$ cat config.mk
export PLATFORM = sky130hd
export DESIGN_NAME = fpfa_ctrl
export DESIGN_NICKNAME = d
export VERILOG_FILES = /design/src/rtl/core/fpfa_pkg.sv /design/src/rtl/core/fpfa_ctrl.sv
export SDC_FILE = /design/constraint.sdc
export NUM_CORES = 1
export LEC_CHECK = 0
export BUFFER_PORTS_ARGS = -buffer_cell sky130_fd_sc_hd__buf_4
export CAP_MARGIN = 20
export CORE_UTILIZATION = 45
export DETAILED_ROUTE_END_ITERATION = 10
export PLACE_DENSITY = 0.71
export SYNTH_ARGS = -nofsm -noshare
export SYNTH_HDL_FRONTEND = slang
export SYNTH_SLANG_ARGS = --single-unit
$ cat constraint.sdc
create_clock -name clk_i -period 3.63 [get_ports clk_i]
set_clock_uncertainty 0.1 [all_clocks]
set_input_delay 0.363 -clock clk_i [delete_from_list [all_inputs] [get_ports clk_i]]
set_output_delay 0.363 -clock clk_i [all_outputs]
set_load 0.01 [all_outputs]
$ cat src/rtl/core/fpfa_pkg.sv
package fpfa_pkg;

  localparam int unsigned PAGE_BITS = 12;
  localparam int unsigned MAX_PAGES = 4096;

  localparam int unsigned ADDR_W  = 56;
  localparam int unsigned PN_W    = ADDR_W - PAGE_BITS;
  localparam int unsigned START_W = PN_W + 1;
  localparam int unsigned PTR_W   = $clog2(MAX_PAGES);
  localparam int unsigned CNT_W   = 13;
  localparam int unsigned CMD_W   = 2;
  localparam int unsigned STAT_W  = 2;
  localparam int unsigned CFG_IDX_W = 1;

  typedef enum logic [CMD_W-1:0] {
    CMD_REBUILD = 2'd0,
    CMD_ALLOC   = 2'd1,
    CMD_FREE    = 2'd2,
    CMD_NOP     = 2'd3
  } cmd_e;

  typedef enum logic [STAT_W-1:0] {
    ST_OK       = 2'd0,
    ST_EMPTY    = 2'd1,
    ST_BAD_ADDR = 2'd2,
    ST_FULL     = 2'd3
  } status_e;

  typedef enum logic [CFG_IDX_W-1:0] {
    REG_KERNEL_END = 1'd0,
    REG_PHYS_TOP   = 1'd1
  } reg_idx_e;

  typedef struct packed {
    cmd_e              cmd;
    logic [ADDR_W-1:0] free_addr;
  } in_t;

  typedef struct packed {
    logic [ADDR_W-1:0] page_addr;
    status_e           status;
    logic [CNT_W-1:0]  free_count;
  } out_t;

  // pool bounds derived from the configuration registers
  typedef struct packed {
    logic [START_W-1:0] pool_start;
    logic [ADDR_W-1:0]  phys_top;
  } pool_cfg_t;

endpackage

$ cat src/rtl/core/fpfa_ctrl.sv
module fpfa_ctrl (
  input  logic                clk_i,
  input  logic                rst_ni,
  input  fpfa_pkg::pool_cfg_t cfg_i,
  input  logic                in_valid_i,
  output logic                in_stall_o,
  input  fpfa_pkg::in_t       in_data_i,
  output logic                out_valid_o,
  input  logic                out_stall_i,
  output fpfa_pkg::out_t      out_data_o,
  output logic                mem_we_o,
  output logic [fpfa_pkg::PTR_W-1:0] mem_waddr_o,
  output logic [fpfa_pkg::PN_W-1:0]  mem_wdata_o,
  output logic                mem_re_o,
  output logic [fpfa_pkg::PTR_W-1:0] mem_raddr_o,
  input  logic [fpfa_pkg::PN_W-1:0]  mem_rdata_i
);
  import fpfa_pkg::*;

  typedef enum logic {
    S_IDLE,
    S_READ
  } state_e;

  function automatic logic [PTR_W-1:0] ring_next(input logic [PTR_W-1:0] p);
    ring_next = (p == PTR_W'(MAX_PAGES - 1)) ? '0 : p + 1'b1;
  endfunction

  state_e             state_q, state_d;
  logic [START_W-1:0] fresh_next_q, fresh_next_d;
  logic [START_W-1:0] fresh_end_q, fresh_end_d;
  logic [PTR_W-1:0]   head_q, head_d;
  logic [PTR_W-1:0]   tail_q, tail_d;
  logic [CNT_W-1:0]   queued_q, queued_d;
  logic [CNT_W-1:0]   free_total_q, free_total_d;
  logic               out_valid_q, out_valid_d;
  out_t               out_q, out_d;

  logic               accept;
  logic               slot_free;
  logic [PN_W-1:0]    end_page;
  logic [START_W-1:0] span;
  logic               span_pos;
  logic               span_big;
  logic [PN_W-1:0]    free_pg;
  logic               bad_addr;
  logic               full;

  assign slot_free  = !out_valid_q || !out_stall_i;
  assign in_stall_o = !((state_q == S_IDLE) && slot_free);
  assign accept     = in_valid_i && !in_stall_o;

  assign end_page = cfg_i.phys_top[ADDR_W-1:PAGE_BITS];
  assign span_pos = {1'b0, end_page} > cfg_i.pool_start;
  assign span     = {1'b0, end_page} - cfg_i.pool_start;
  assign span_big = span > START_W'(MAX_PAGES);

  assign free_pg  = in_data_i.free_addr[ADDR_W-1:PAGE_BITS];
  assign bad_addr = (in_data_i.free_addr == '0)
                 || (in_data_i.free_addr[PAGE_BITS-1:0] != '0)
                 || ({1'b0, free_pg} < cfg_i.pool_start)
                 || (in_data_i.free_addr >= cfg_i.phys_top);
  assign full     = (free_total_q >= CNT_W'(MAX_PAGES)) || (queued_q >= CNT_W'(MAX_PAGES));

  always_comb begin
    state_d      = state_q;
    fresh_next_d = fresh_next_q;
    fresh_end_d  = fresh_end_q;
    head_d       = head_q;
    tail_d       = tail_q;
    queued_d     = queued_q;
    free_total_d = free_total_q;
    out_valid_d  = out_valid_q && out_stall_i;
    out_d        = out_q;
    mem_we_o     = 1'b0;
    mem_re_o     = 1'b0;
    mem_waddr_o  = tail_q;
    mem_wdata_o  = free_pg;
    mem_raddr_o  = head_q;

    case (state_q)
      S_IDLE: begin
        if (accept) begin
          out_d.page_addr = '0;
          out_d.status    = ST_OK;
          out_valid_d     = 1'b1;
          case (in_data_i.cmd)
            CMD_REBUILD: begin
              fresh_next_d = cfg_i.pool_start;
              head_d       = '0;
              tail_d       = '0;
              queued_d     = '0;
              if (!span_pos) begin
                fresh_end_d  = cfg_i.pool_start;
                free_total_d = '0;
              end else if (span_big) begin
                fresh_end_d  = cfg_i.pool_start + START_W'(MAX_PAGES);
                free_total_d = CNT_W'(MAX_PAGES);
              end else begin
                fresh_end_d  = {1'b0, end_page};
                free_total_d = span[CNT_W-1:0];
              end
            end
            CMD_ALLOC: begin
              if (fresh_next_q < fresh_end_q) begin
                out_d.page_addr = {fresh_next_q[PN_W-1:0], {PAGE_BITS{1'b0}}};
                fresh_next_d    = fresh_next_q + 1'b1;
                free_total_d    = free_total_q - 1'b1;
              end else if (queued_q != '0) begin
                mem_re_o     = 1'b1;
                head_d       = ring_next(head_q);
                queued_d     = queued_q - 1'b1;
                free_total_d = free_total_q - 1'b1;
                out_valid_d  = 1'b0;
                state_d      = S_READ;
              end else begin
                out_d.status = ST_EMPTY;
              end
            end
            CMD_FREE: begin
              if (bad_addr) begin
                out_d.status = ST_BAD_ADDR;
              end else if (full) begin
                out_d.status = ST_FULL;
              end else begin
                mem_we_o     = 1'b1;
                tail_d       = ring_next(tail_q);
                queued_d     = queued_q + 1'b1;
                free_total_d = free_total_q + 1'b1;
              end
            end
            default: ;
          endcase
          out_d.free_count = free_total_d;
        end
      end
      S_READ: begin
        out_d.page_addr  = {mem_rdata_i, {PAGE_BITS{1'b0}}};
        out_d.status     = ST_OK;
        out_d.free_count = free_total_q;
        out_valid_d      = 1'b1;
        state_d          = S_IDLE;
      end
      default: state_d = S_IDLE;
    endcase
  end

  always_ff @(posedge clk_i or negedge rst_ni) begin
    if (!rst_ni) begin
      state_q      <= S_IDLE;
      fresh_next_q <= '0;
      fresh_end_q  <= '0;
      head_q       <= '0;
      tail_q       <= '0;
      queued_q     <= '0;
      free_total_q <= '0;
      out_valid_q  <= 1'b0;
      out_q        <= '0;
    end else begin
      state_q      <= state_d;
      fresh_next_q <= fresh_next_d;
      fresh_end_q  <= fresh_end_d;
      head_q       <= head_d;
      tail_q       <= tail_d;
      queued_q     <= queued_d;
      free_total_q <= free_total_d;
      out_valid_q  <= out_valid_d;
      out_q        <= out_d;
    end
  end

  assign out_valid_o = out_valid_q;
  assign out_data_o  = out_q;

  a_queued_le_total: assert property (@(posedge clk_i) disable iff (!rst_ni)
    queued_q <= free_total_q) else $error("queued pages exceed free total");

  a_total_capped: assert property (@(posedge clk_i) disable iff (!rst_ni)
    free_total_q <= CNT_W'(MAX_PAGES)) else $error("free total above pool cap");

  a_read_slot_free: assert property (@(posedge clk_i) disable iff (!rst_ni)
    state_q == S_READ |-> !out_valid_q) else $error("queue read with result pending");

  a_read_one_cycle: assert property (@(posedge clk_i) disable iff (!rst_ni)
    state_q == S_READ |=> state_q == S_IDLE && out_valid_q)
    else $error("queue read did not complete");

endmodule

======== After elaboration in Yosys (flattened, before gate mapping) ========
Cells that the tools add are included.
word-level totals
  register bits after elaboration ......... 213
  output and inout bits ................... 143
  logic and storage cells ................. 111
operators by class
  add/sub/neg operators ................... 9
  magnitude comparators ................... 7
  equal/unequal tests ..................... 10
  mux-type cells .......................... 49
  bitwise operators ....................... 1
  reduce and logical (&&, ||, !) cells .... 24
operators by type and width
  operator                  number
  $pmux W71 S2              1
  $mux W45                  3
  $mux W13                  10
  $mux W56                  2
  $pmux W45 S2              1
  $pmux W13 S3              2
  $mux W12                  6
  $mux W71                  1
  $ge A56 B56 Y1            1
  $logic_not A56 Y1         1
  $pmux W12 S2              2
  $add A45 B1 Y45 const B   1
  $add A45 B13 Y45 const B  1
  $gt A44 B45 Y1            1
  $gt A45 B13 Y1 const B    1
  $lt A44 B45 Y1            1
  $lt A45 B45 Y1            1
  $sub A44 B45 Y45          1
  $add A13 B1 Y13 const B   2
  $ge A13 B13 Y1 const B    2
  $sub A13 B1 Y13 const B   2
  $add A12 B1 Y12 const B   2
  $eq A12 B12 Y1 const B    2
  $mux W1                   16
  other kinds (20)          37

======== Longest topological paths before layout ========
  depth in word-level cells ............... 8
  gate-level depth with buffers ........... 18
  mapped depth without buffers ............ 16

======== Worst setup path after synthesis ========
OpenSTA, ideal clock, no wires.
  kind .................................... input port to flip-flop
  start point ............................. input port cfg_i[82] (netlist name)
  end point ............................... register fresh_end_q[35]
  data arrival time ....................... 4244 ps
  required time ........................... 3398 ps
  setup slack ............................. -846 ps
  stages on the path ...................... 17
  buffers on the path ..................... 5
  cell sequence ........................... clkbuf_1 inv_1 ha_1 clkbuf_1 nand4_1 or3_1 a211oi_1 o21ai_2 o31ai_1 xor2_1 or4b_2 or4_1 buf_2 buf_6 buf_6 a21oi_1 o21ai_1
between the ends
  cells in the longest elaborated chain, start to end .. 4
  elaborated cells on any way between the ends .. 6
ends and longest elaborated chain
  element               RTL line          source
  start, declared       fpfa_ctrl.sv:4    input fpfa_pkg::pool_cfg_t cfg_i,
  $sub A44 B45 Y45      fpfa_ctrl.sv:55   assign span = {1'b0, end_page} - cfg_i.pool_start;
  $gt A45 B13 Y1        fpfa_ctrl.sv:56   assign span_big = span > START_W'(MAX_PAGES);
  $mux W45              fpfa_ctrl.sv:96   end else if (span_big) begin
  $mux W45 *            fpfa_ctrl.sv:93   if (!span_pos) begin
  end signal, assigned  fpfa_ctrl.sv:162  fresh_end_q <= fresh_end_d;
  end, declared         fpfa_ctrl.sv:31   logic [START_W-1:0] fresh_end_q, fresh_end_d;
Every way passes the cells marked *; elsewhere a longest branch is shown, timed or not.
A chain may end at the register's enable or synchronous reset.

======== Worst setup path in the final report ========
  start point ............................. input port cfg_i[86] (netlist name)
  end point ............................... register fresh_end_q[32]
Same word-level chain as after synthesis.

==> flow_metrics.py <==
metrics = {
    "sta": {
        "final.setup.tns_ps": -10560,
        "drv_slew": 0,
        "worst_pin_slew_ps": 936,
        "period_share": 1.09,
        "slew_headroom": 0.374,
        "whs_ps": 37.3,
        "setup_viol": 64,
        "rsz0062_at_grt": "true",
        "timing.fmax_ghz": 0.254,
        "final.setup.worst_slack_ps": -310,
        "finalHoldViolations": 0,
        "fin_crit_ps": 3940,
    },
    "layout": {
        "stdcell_count": 3887,
        "nNetsFinal": 3745,
        "final_layout_size_suffix_gt1_frac": 0.380,
        "areaGrowthSynthToFinish_pct": 53.7,
        "n_fill_cell": 3323,
        "layout_commonest_cell": "buf_4",
        "layout_common_cells": "buf_4, nand2_1, dfrtp_1, nor2_1, ha_1",
    },
    "placed_design": {
        "dpl.cell_count": 3740,
        "place_congestion": 1.02,
        "io_buffers": 337,
        "hpwlAfterDp_mm": 66.0,
    },
    "detailed_routing": {
        "vias": 23356,
        "drt_wl_total_mm": 86.3,
        "wl_per_cell_um": 22.2,
        "drcViolationCount": 0,
        "initialDrtViolationCount": 2351,
        "dr.pass1.iters": 7,
        "drt-vias-per-instance": 6.01,
        "ant_nets": 0,
    },
    "worst_hold_path": {
        "min_path_type": "in2reg",
    },
    "clocking": {
        "cts_root_buf": "clkbuf_16",
        "clkLatencyLatePin_ps": 560,
        "numCtsBuffers": 25,
        "clkTransAtPathRegs_ps": 60,
        "cts.sinks": 201,
        "htreeDepth": 1,
        "clock_path_buffers": 3,
        "cts_tree": "done",
    },
    "power_and_ir_drop": {
        "p_per_area_mw_per_mm2": 441,
        "p_leak_uw": 0.0142,
        "fin_total_pwr_uw": 13000,
        "ir_drop_v": 0.000340,
    },
    "yosys": {
        "ys.flop_type": "dfrtp_1",
        "synthArstFlopShare": 1.00,
        "synth_cell_types": 83,
        "syn_inst": 2484,
        "synth_warnings": 0,
        "yosysSeqAreaShare": 0.262,
        "synth_edf_count": 0,
        "netlist_area_mm2": 0.0192,
        "syn_area_per_cell_um2": 7.73,
        "synth_seq_cells": 201,
    },
    "floorplanning": {
        "die_h_um": 209,
        "chipWidth_um": 209,
        "io_pins": 350,
        "core_mm2": 0.0420,
        "initial_core_util": 0.457,
        "dieArea_mm2": 0.0435,
        "rows": 75,
    },
    "global_route": {
        "grt_pass1_wl_mm": 127,
        "grt_overflow": 0,
        "grt_pass1_vias": 22178,
        "grt_max_degree": 89,
        "track_usage": 0.376,
        "antenna_found_initial": 0,
    },
    "setup_path": {
        "critPathMaxFanout": 6,
        "cp.arrival_ps": 4220,
        "end_kind": "flop",
        "critical_path_class": "in2reg",
        "cp.required_ps": 3910,
        "worstSetupStartpointType": "primary input",
    },
    "run_status": {
        "status": "finished, violations left",
        "violations": "setup timing",
    },
    "run": {
        "maxCapViolCount": 0,
    },
}
==> final timing paths <==
path                                        startpoint                           end  slack, ps  depth (start not counted)
max in group asynchronous                       rst_ni    out_data_o[47]$_DFFE_PN0P_       2220                          3
hold reg to reg            fresh_end_q[24]$_DFFE_PN0P_   fresh_end_q[24]$_DFFE_PN0P_        380                          2
min in group asynchronous                       rst_ni    out_data_o[68]$_DFFE_PN0P_        340                          2
setup reg to reg           fresh_end_q[17]$_DFFE_PN0P_  free_total_q[12]$_DFFE_PN0P_        -90                         16
setup / recovery                             cfg_i[86]   fresh_end_q[32]$_DFFE_PN0P_       -310                         18
hold / removal                             out_stall_i         out_valid_o$_DFF_PN0_         40                          3
==> synth_stat cells, drive strengths merged, types with 6 or more instances <==
| library cell | count | share of area |
|---|---|---|
| a211oi | 23 | 0.0093 |
| o22ai | 42 | 0.014 |
| nand3 | 98 | 0.026 |
| and3 | 52 | 0.017 |
| o211ai | 15 | 0.0059 |
| nand2b | 9 | 0.0029 |
| xnor2 | 43 | 0.020 |
| and2 | 15 | 0.0049 |
| a31o | 6 | 0.0027 |
| a21oi | 191 | 0.050 |
| o41ai | 7 | 0.0032 |
| or2 | 11 | 0.0036 |
| a21boi | 6 | 0.0023 |
| mux2i | 17 | 0.0089 |
| a31oi | 16 | 0.0052 |
| nor4b | 6 | 0.0027 |
| nor2b | 12 | 0.0039 |
| buf | 71 | 0.027 |
| inv | 187 | 0.037 |
| o31ai | 24 | 0.0094 |
| a2111oi | 8 | 0.0046 |
| o21bai | 9 | 0.0035 |
| o221a | 11 | 0.0065 |
| o21a | 24 | 0.0094 |
| nor3 | 53 | 0.014 |
| o21ai | 179 | 0.047 |
| a221o | 55 | 0.029 |
| clkbuf | 104 | 0.020 |
| nand2 | 268 | 0.052 |
| nor2 | 216 | 0.042 |
| a41o | 6 | 0.0031 |
| and4 | 7 | 0.0032 |
| or3 | 14 | 0.0046 |
| a221oi | 11 | 0.0050 |
| nand4 | 65 | 0.021 |
| o221ai | 9 | 0.0041 |
| a21o | 51 | 0.020 |
| xor2 | 13 | 0.0059 |
| nor4 | 36 | 0.012 |
| or4 | 7 | 0.0029 |
| dfrtp | 201 | 0.26 |
| ha | 208 | 0.14 |
==> report_power, final <==
part           switching, µW  internal, µW
logic                   3550          3270
clock network           1050          1530
registers                658          2950
==> layer usage <==
| metal | vias to the layer above | wire, µm | GRT usage |
|---|---|---|---|
| li1 | 10781 | - | - |
| met1 | 11076 | 37200 | 0.534 |
| met2 | 1291 | 37400 | 0.572 |
| met3 | 208 | 7670 | 0.0554 |
| met4 | 0 | 4010 | 0.152 |
| met5 | - | 0 | 0 |
==> state kept, by name, summed over array words and instances (netlist names) <==
signal        flops
out_data_o       59
fresh_end_q      45
fresh_next_q     45
free_total_q     13
queued_q         13
mem_raddr_o      12
mem_waddr_o      12
out_valid_o       1
state_q           1
==> per-stage QoR <==
step / instance area (µm²) / util / setup WS (ps)
2_1_floorplan: 19500 / - / -591
3_3_place_gp: 26000 / 0.618 / -1080
3_5_place_dp: 26000 / 0.618 / -1150
4_1_cts: 28400 / 0.675 / -253
5_1_grt: 29500 / 0.702 / -440
6_report: 29500 / 0.702 / -310
==> area by class of cell <==
class	count	area, µm²	area share
multi-input combinational	1931	14300	0.483
timing repair buffer	980	7940	0.269
sequential	201	5030	0.171
inverter	189	757	0.0256
clock buffer	33	716	0.0243
tap	539	674	0.0229
clock inverter	13	130	0.00441
antenna	1	2.50	0.0000848
==> repair_timing <==
action                                 in CTS  in global routing
gates cloned                                9                  1
hold buffers                               46                  0
pin swaps                                  67                 75
gates resized for setup                   153                198
endpoints found under the hold margin     130                  0
setup endpoints to repair                  98                136
setup buffers                              20                 26
==> logic make-up after synthesis <==
group | Yosys count | synth area share
and+or+nand+nor | 878 | 0.217
AOI/OAI and AO/OA | 752 | 0.262
buffers and inverters | 364 | 0.0841
adders and majority gates | 210 | 0.138
DFF | 201 | 0.262
xor gates and xnor gates | 56 | 0.0255
muxes | 22 | 0.0118
other | 1 | 0.000195
==> critical path: stages <==
cell,delay [ps]
buf_8,90
inv_4,40
ha_4,250
a21oi_4,150
o211ai_1,110
a221o_1,350
a311o_1,350
o21ba_4,220
or4_4,490
a2111oi_4,480
nand4bb_4,150
buf_6,150
nor3_4,230
buf_12,210
buf_8,130
a21oi_2,50
a211oi_1,280
a221oi_1,110
(Power assumes the default switching activity.)
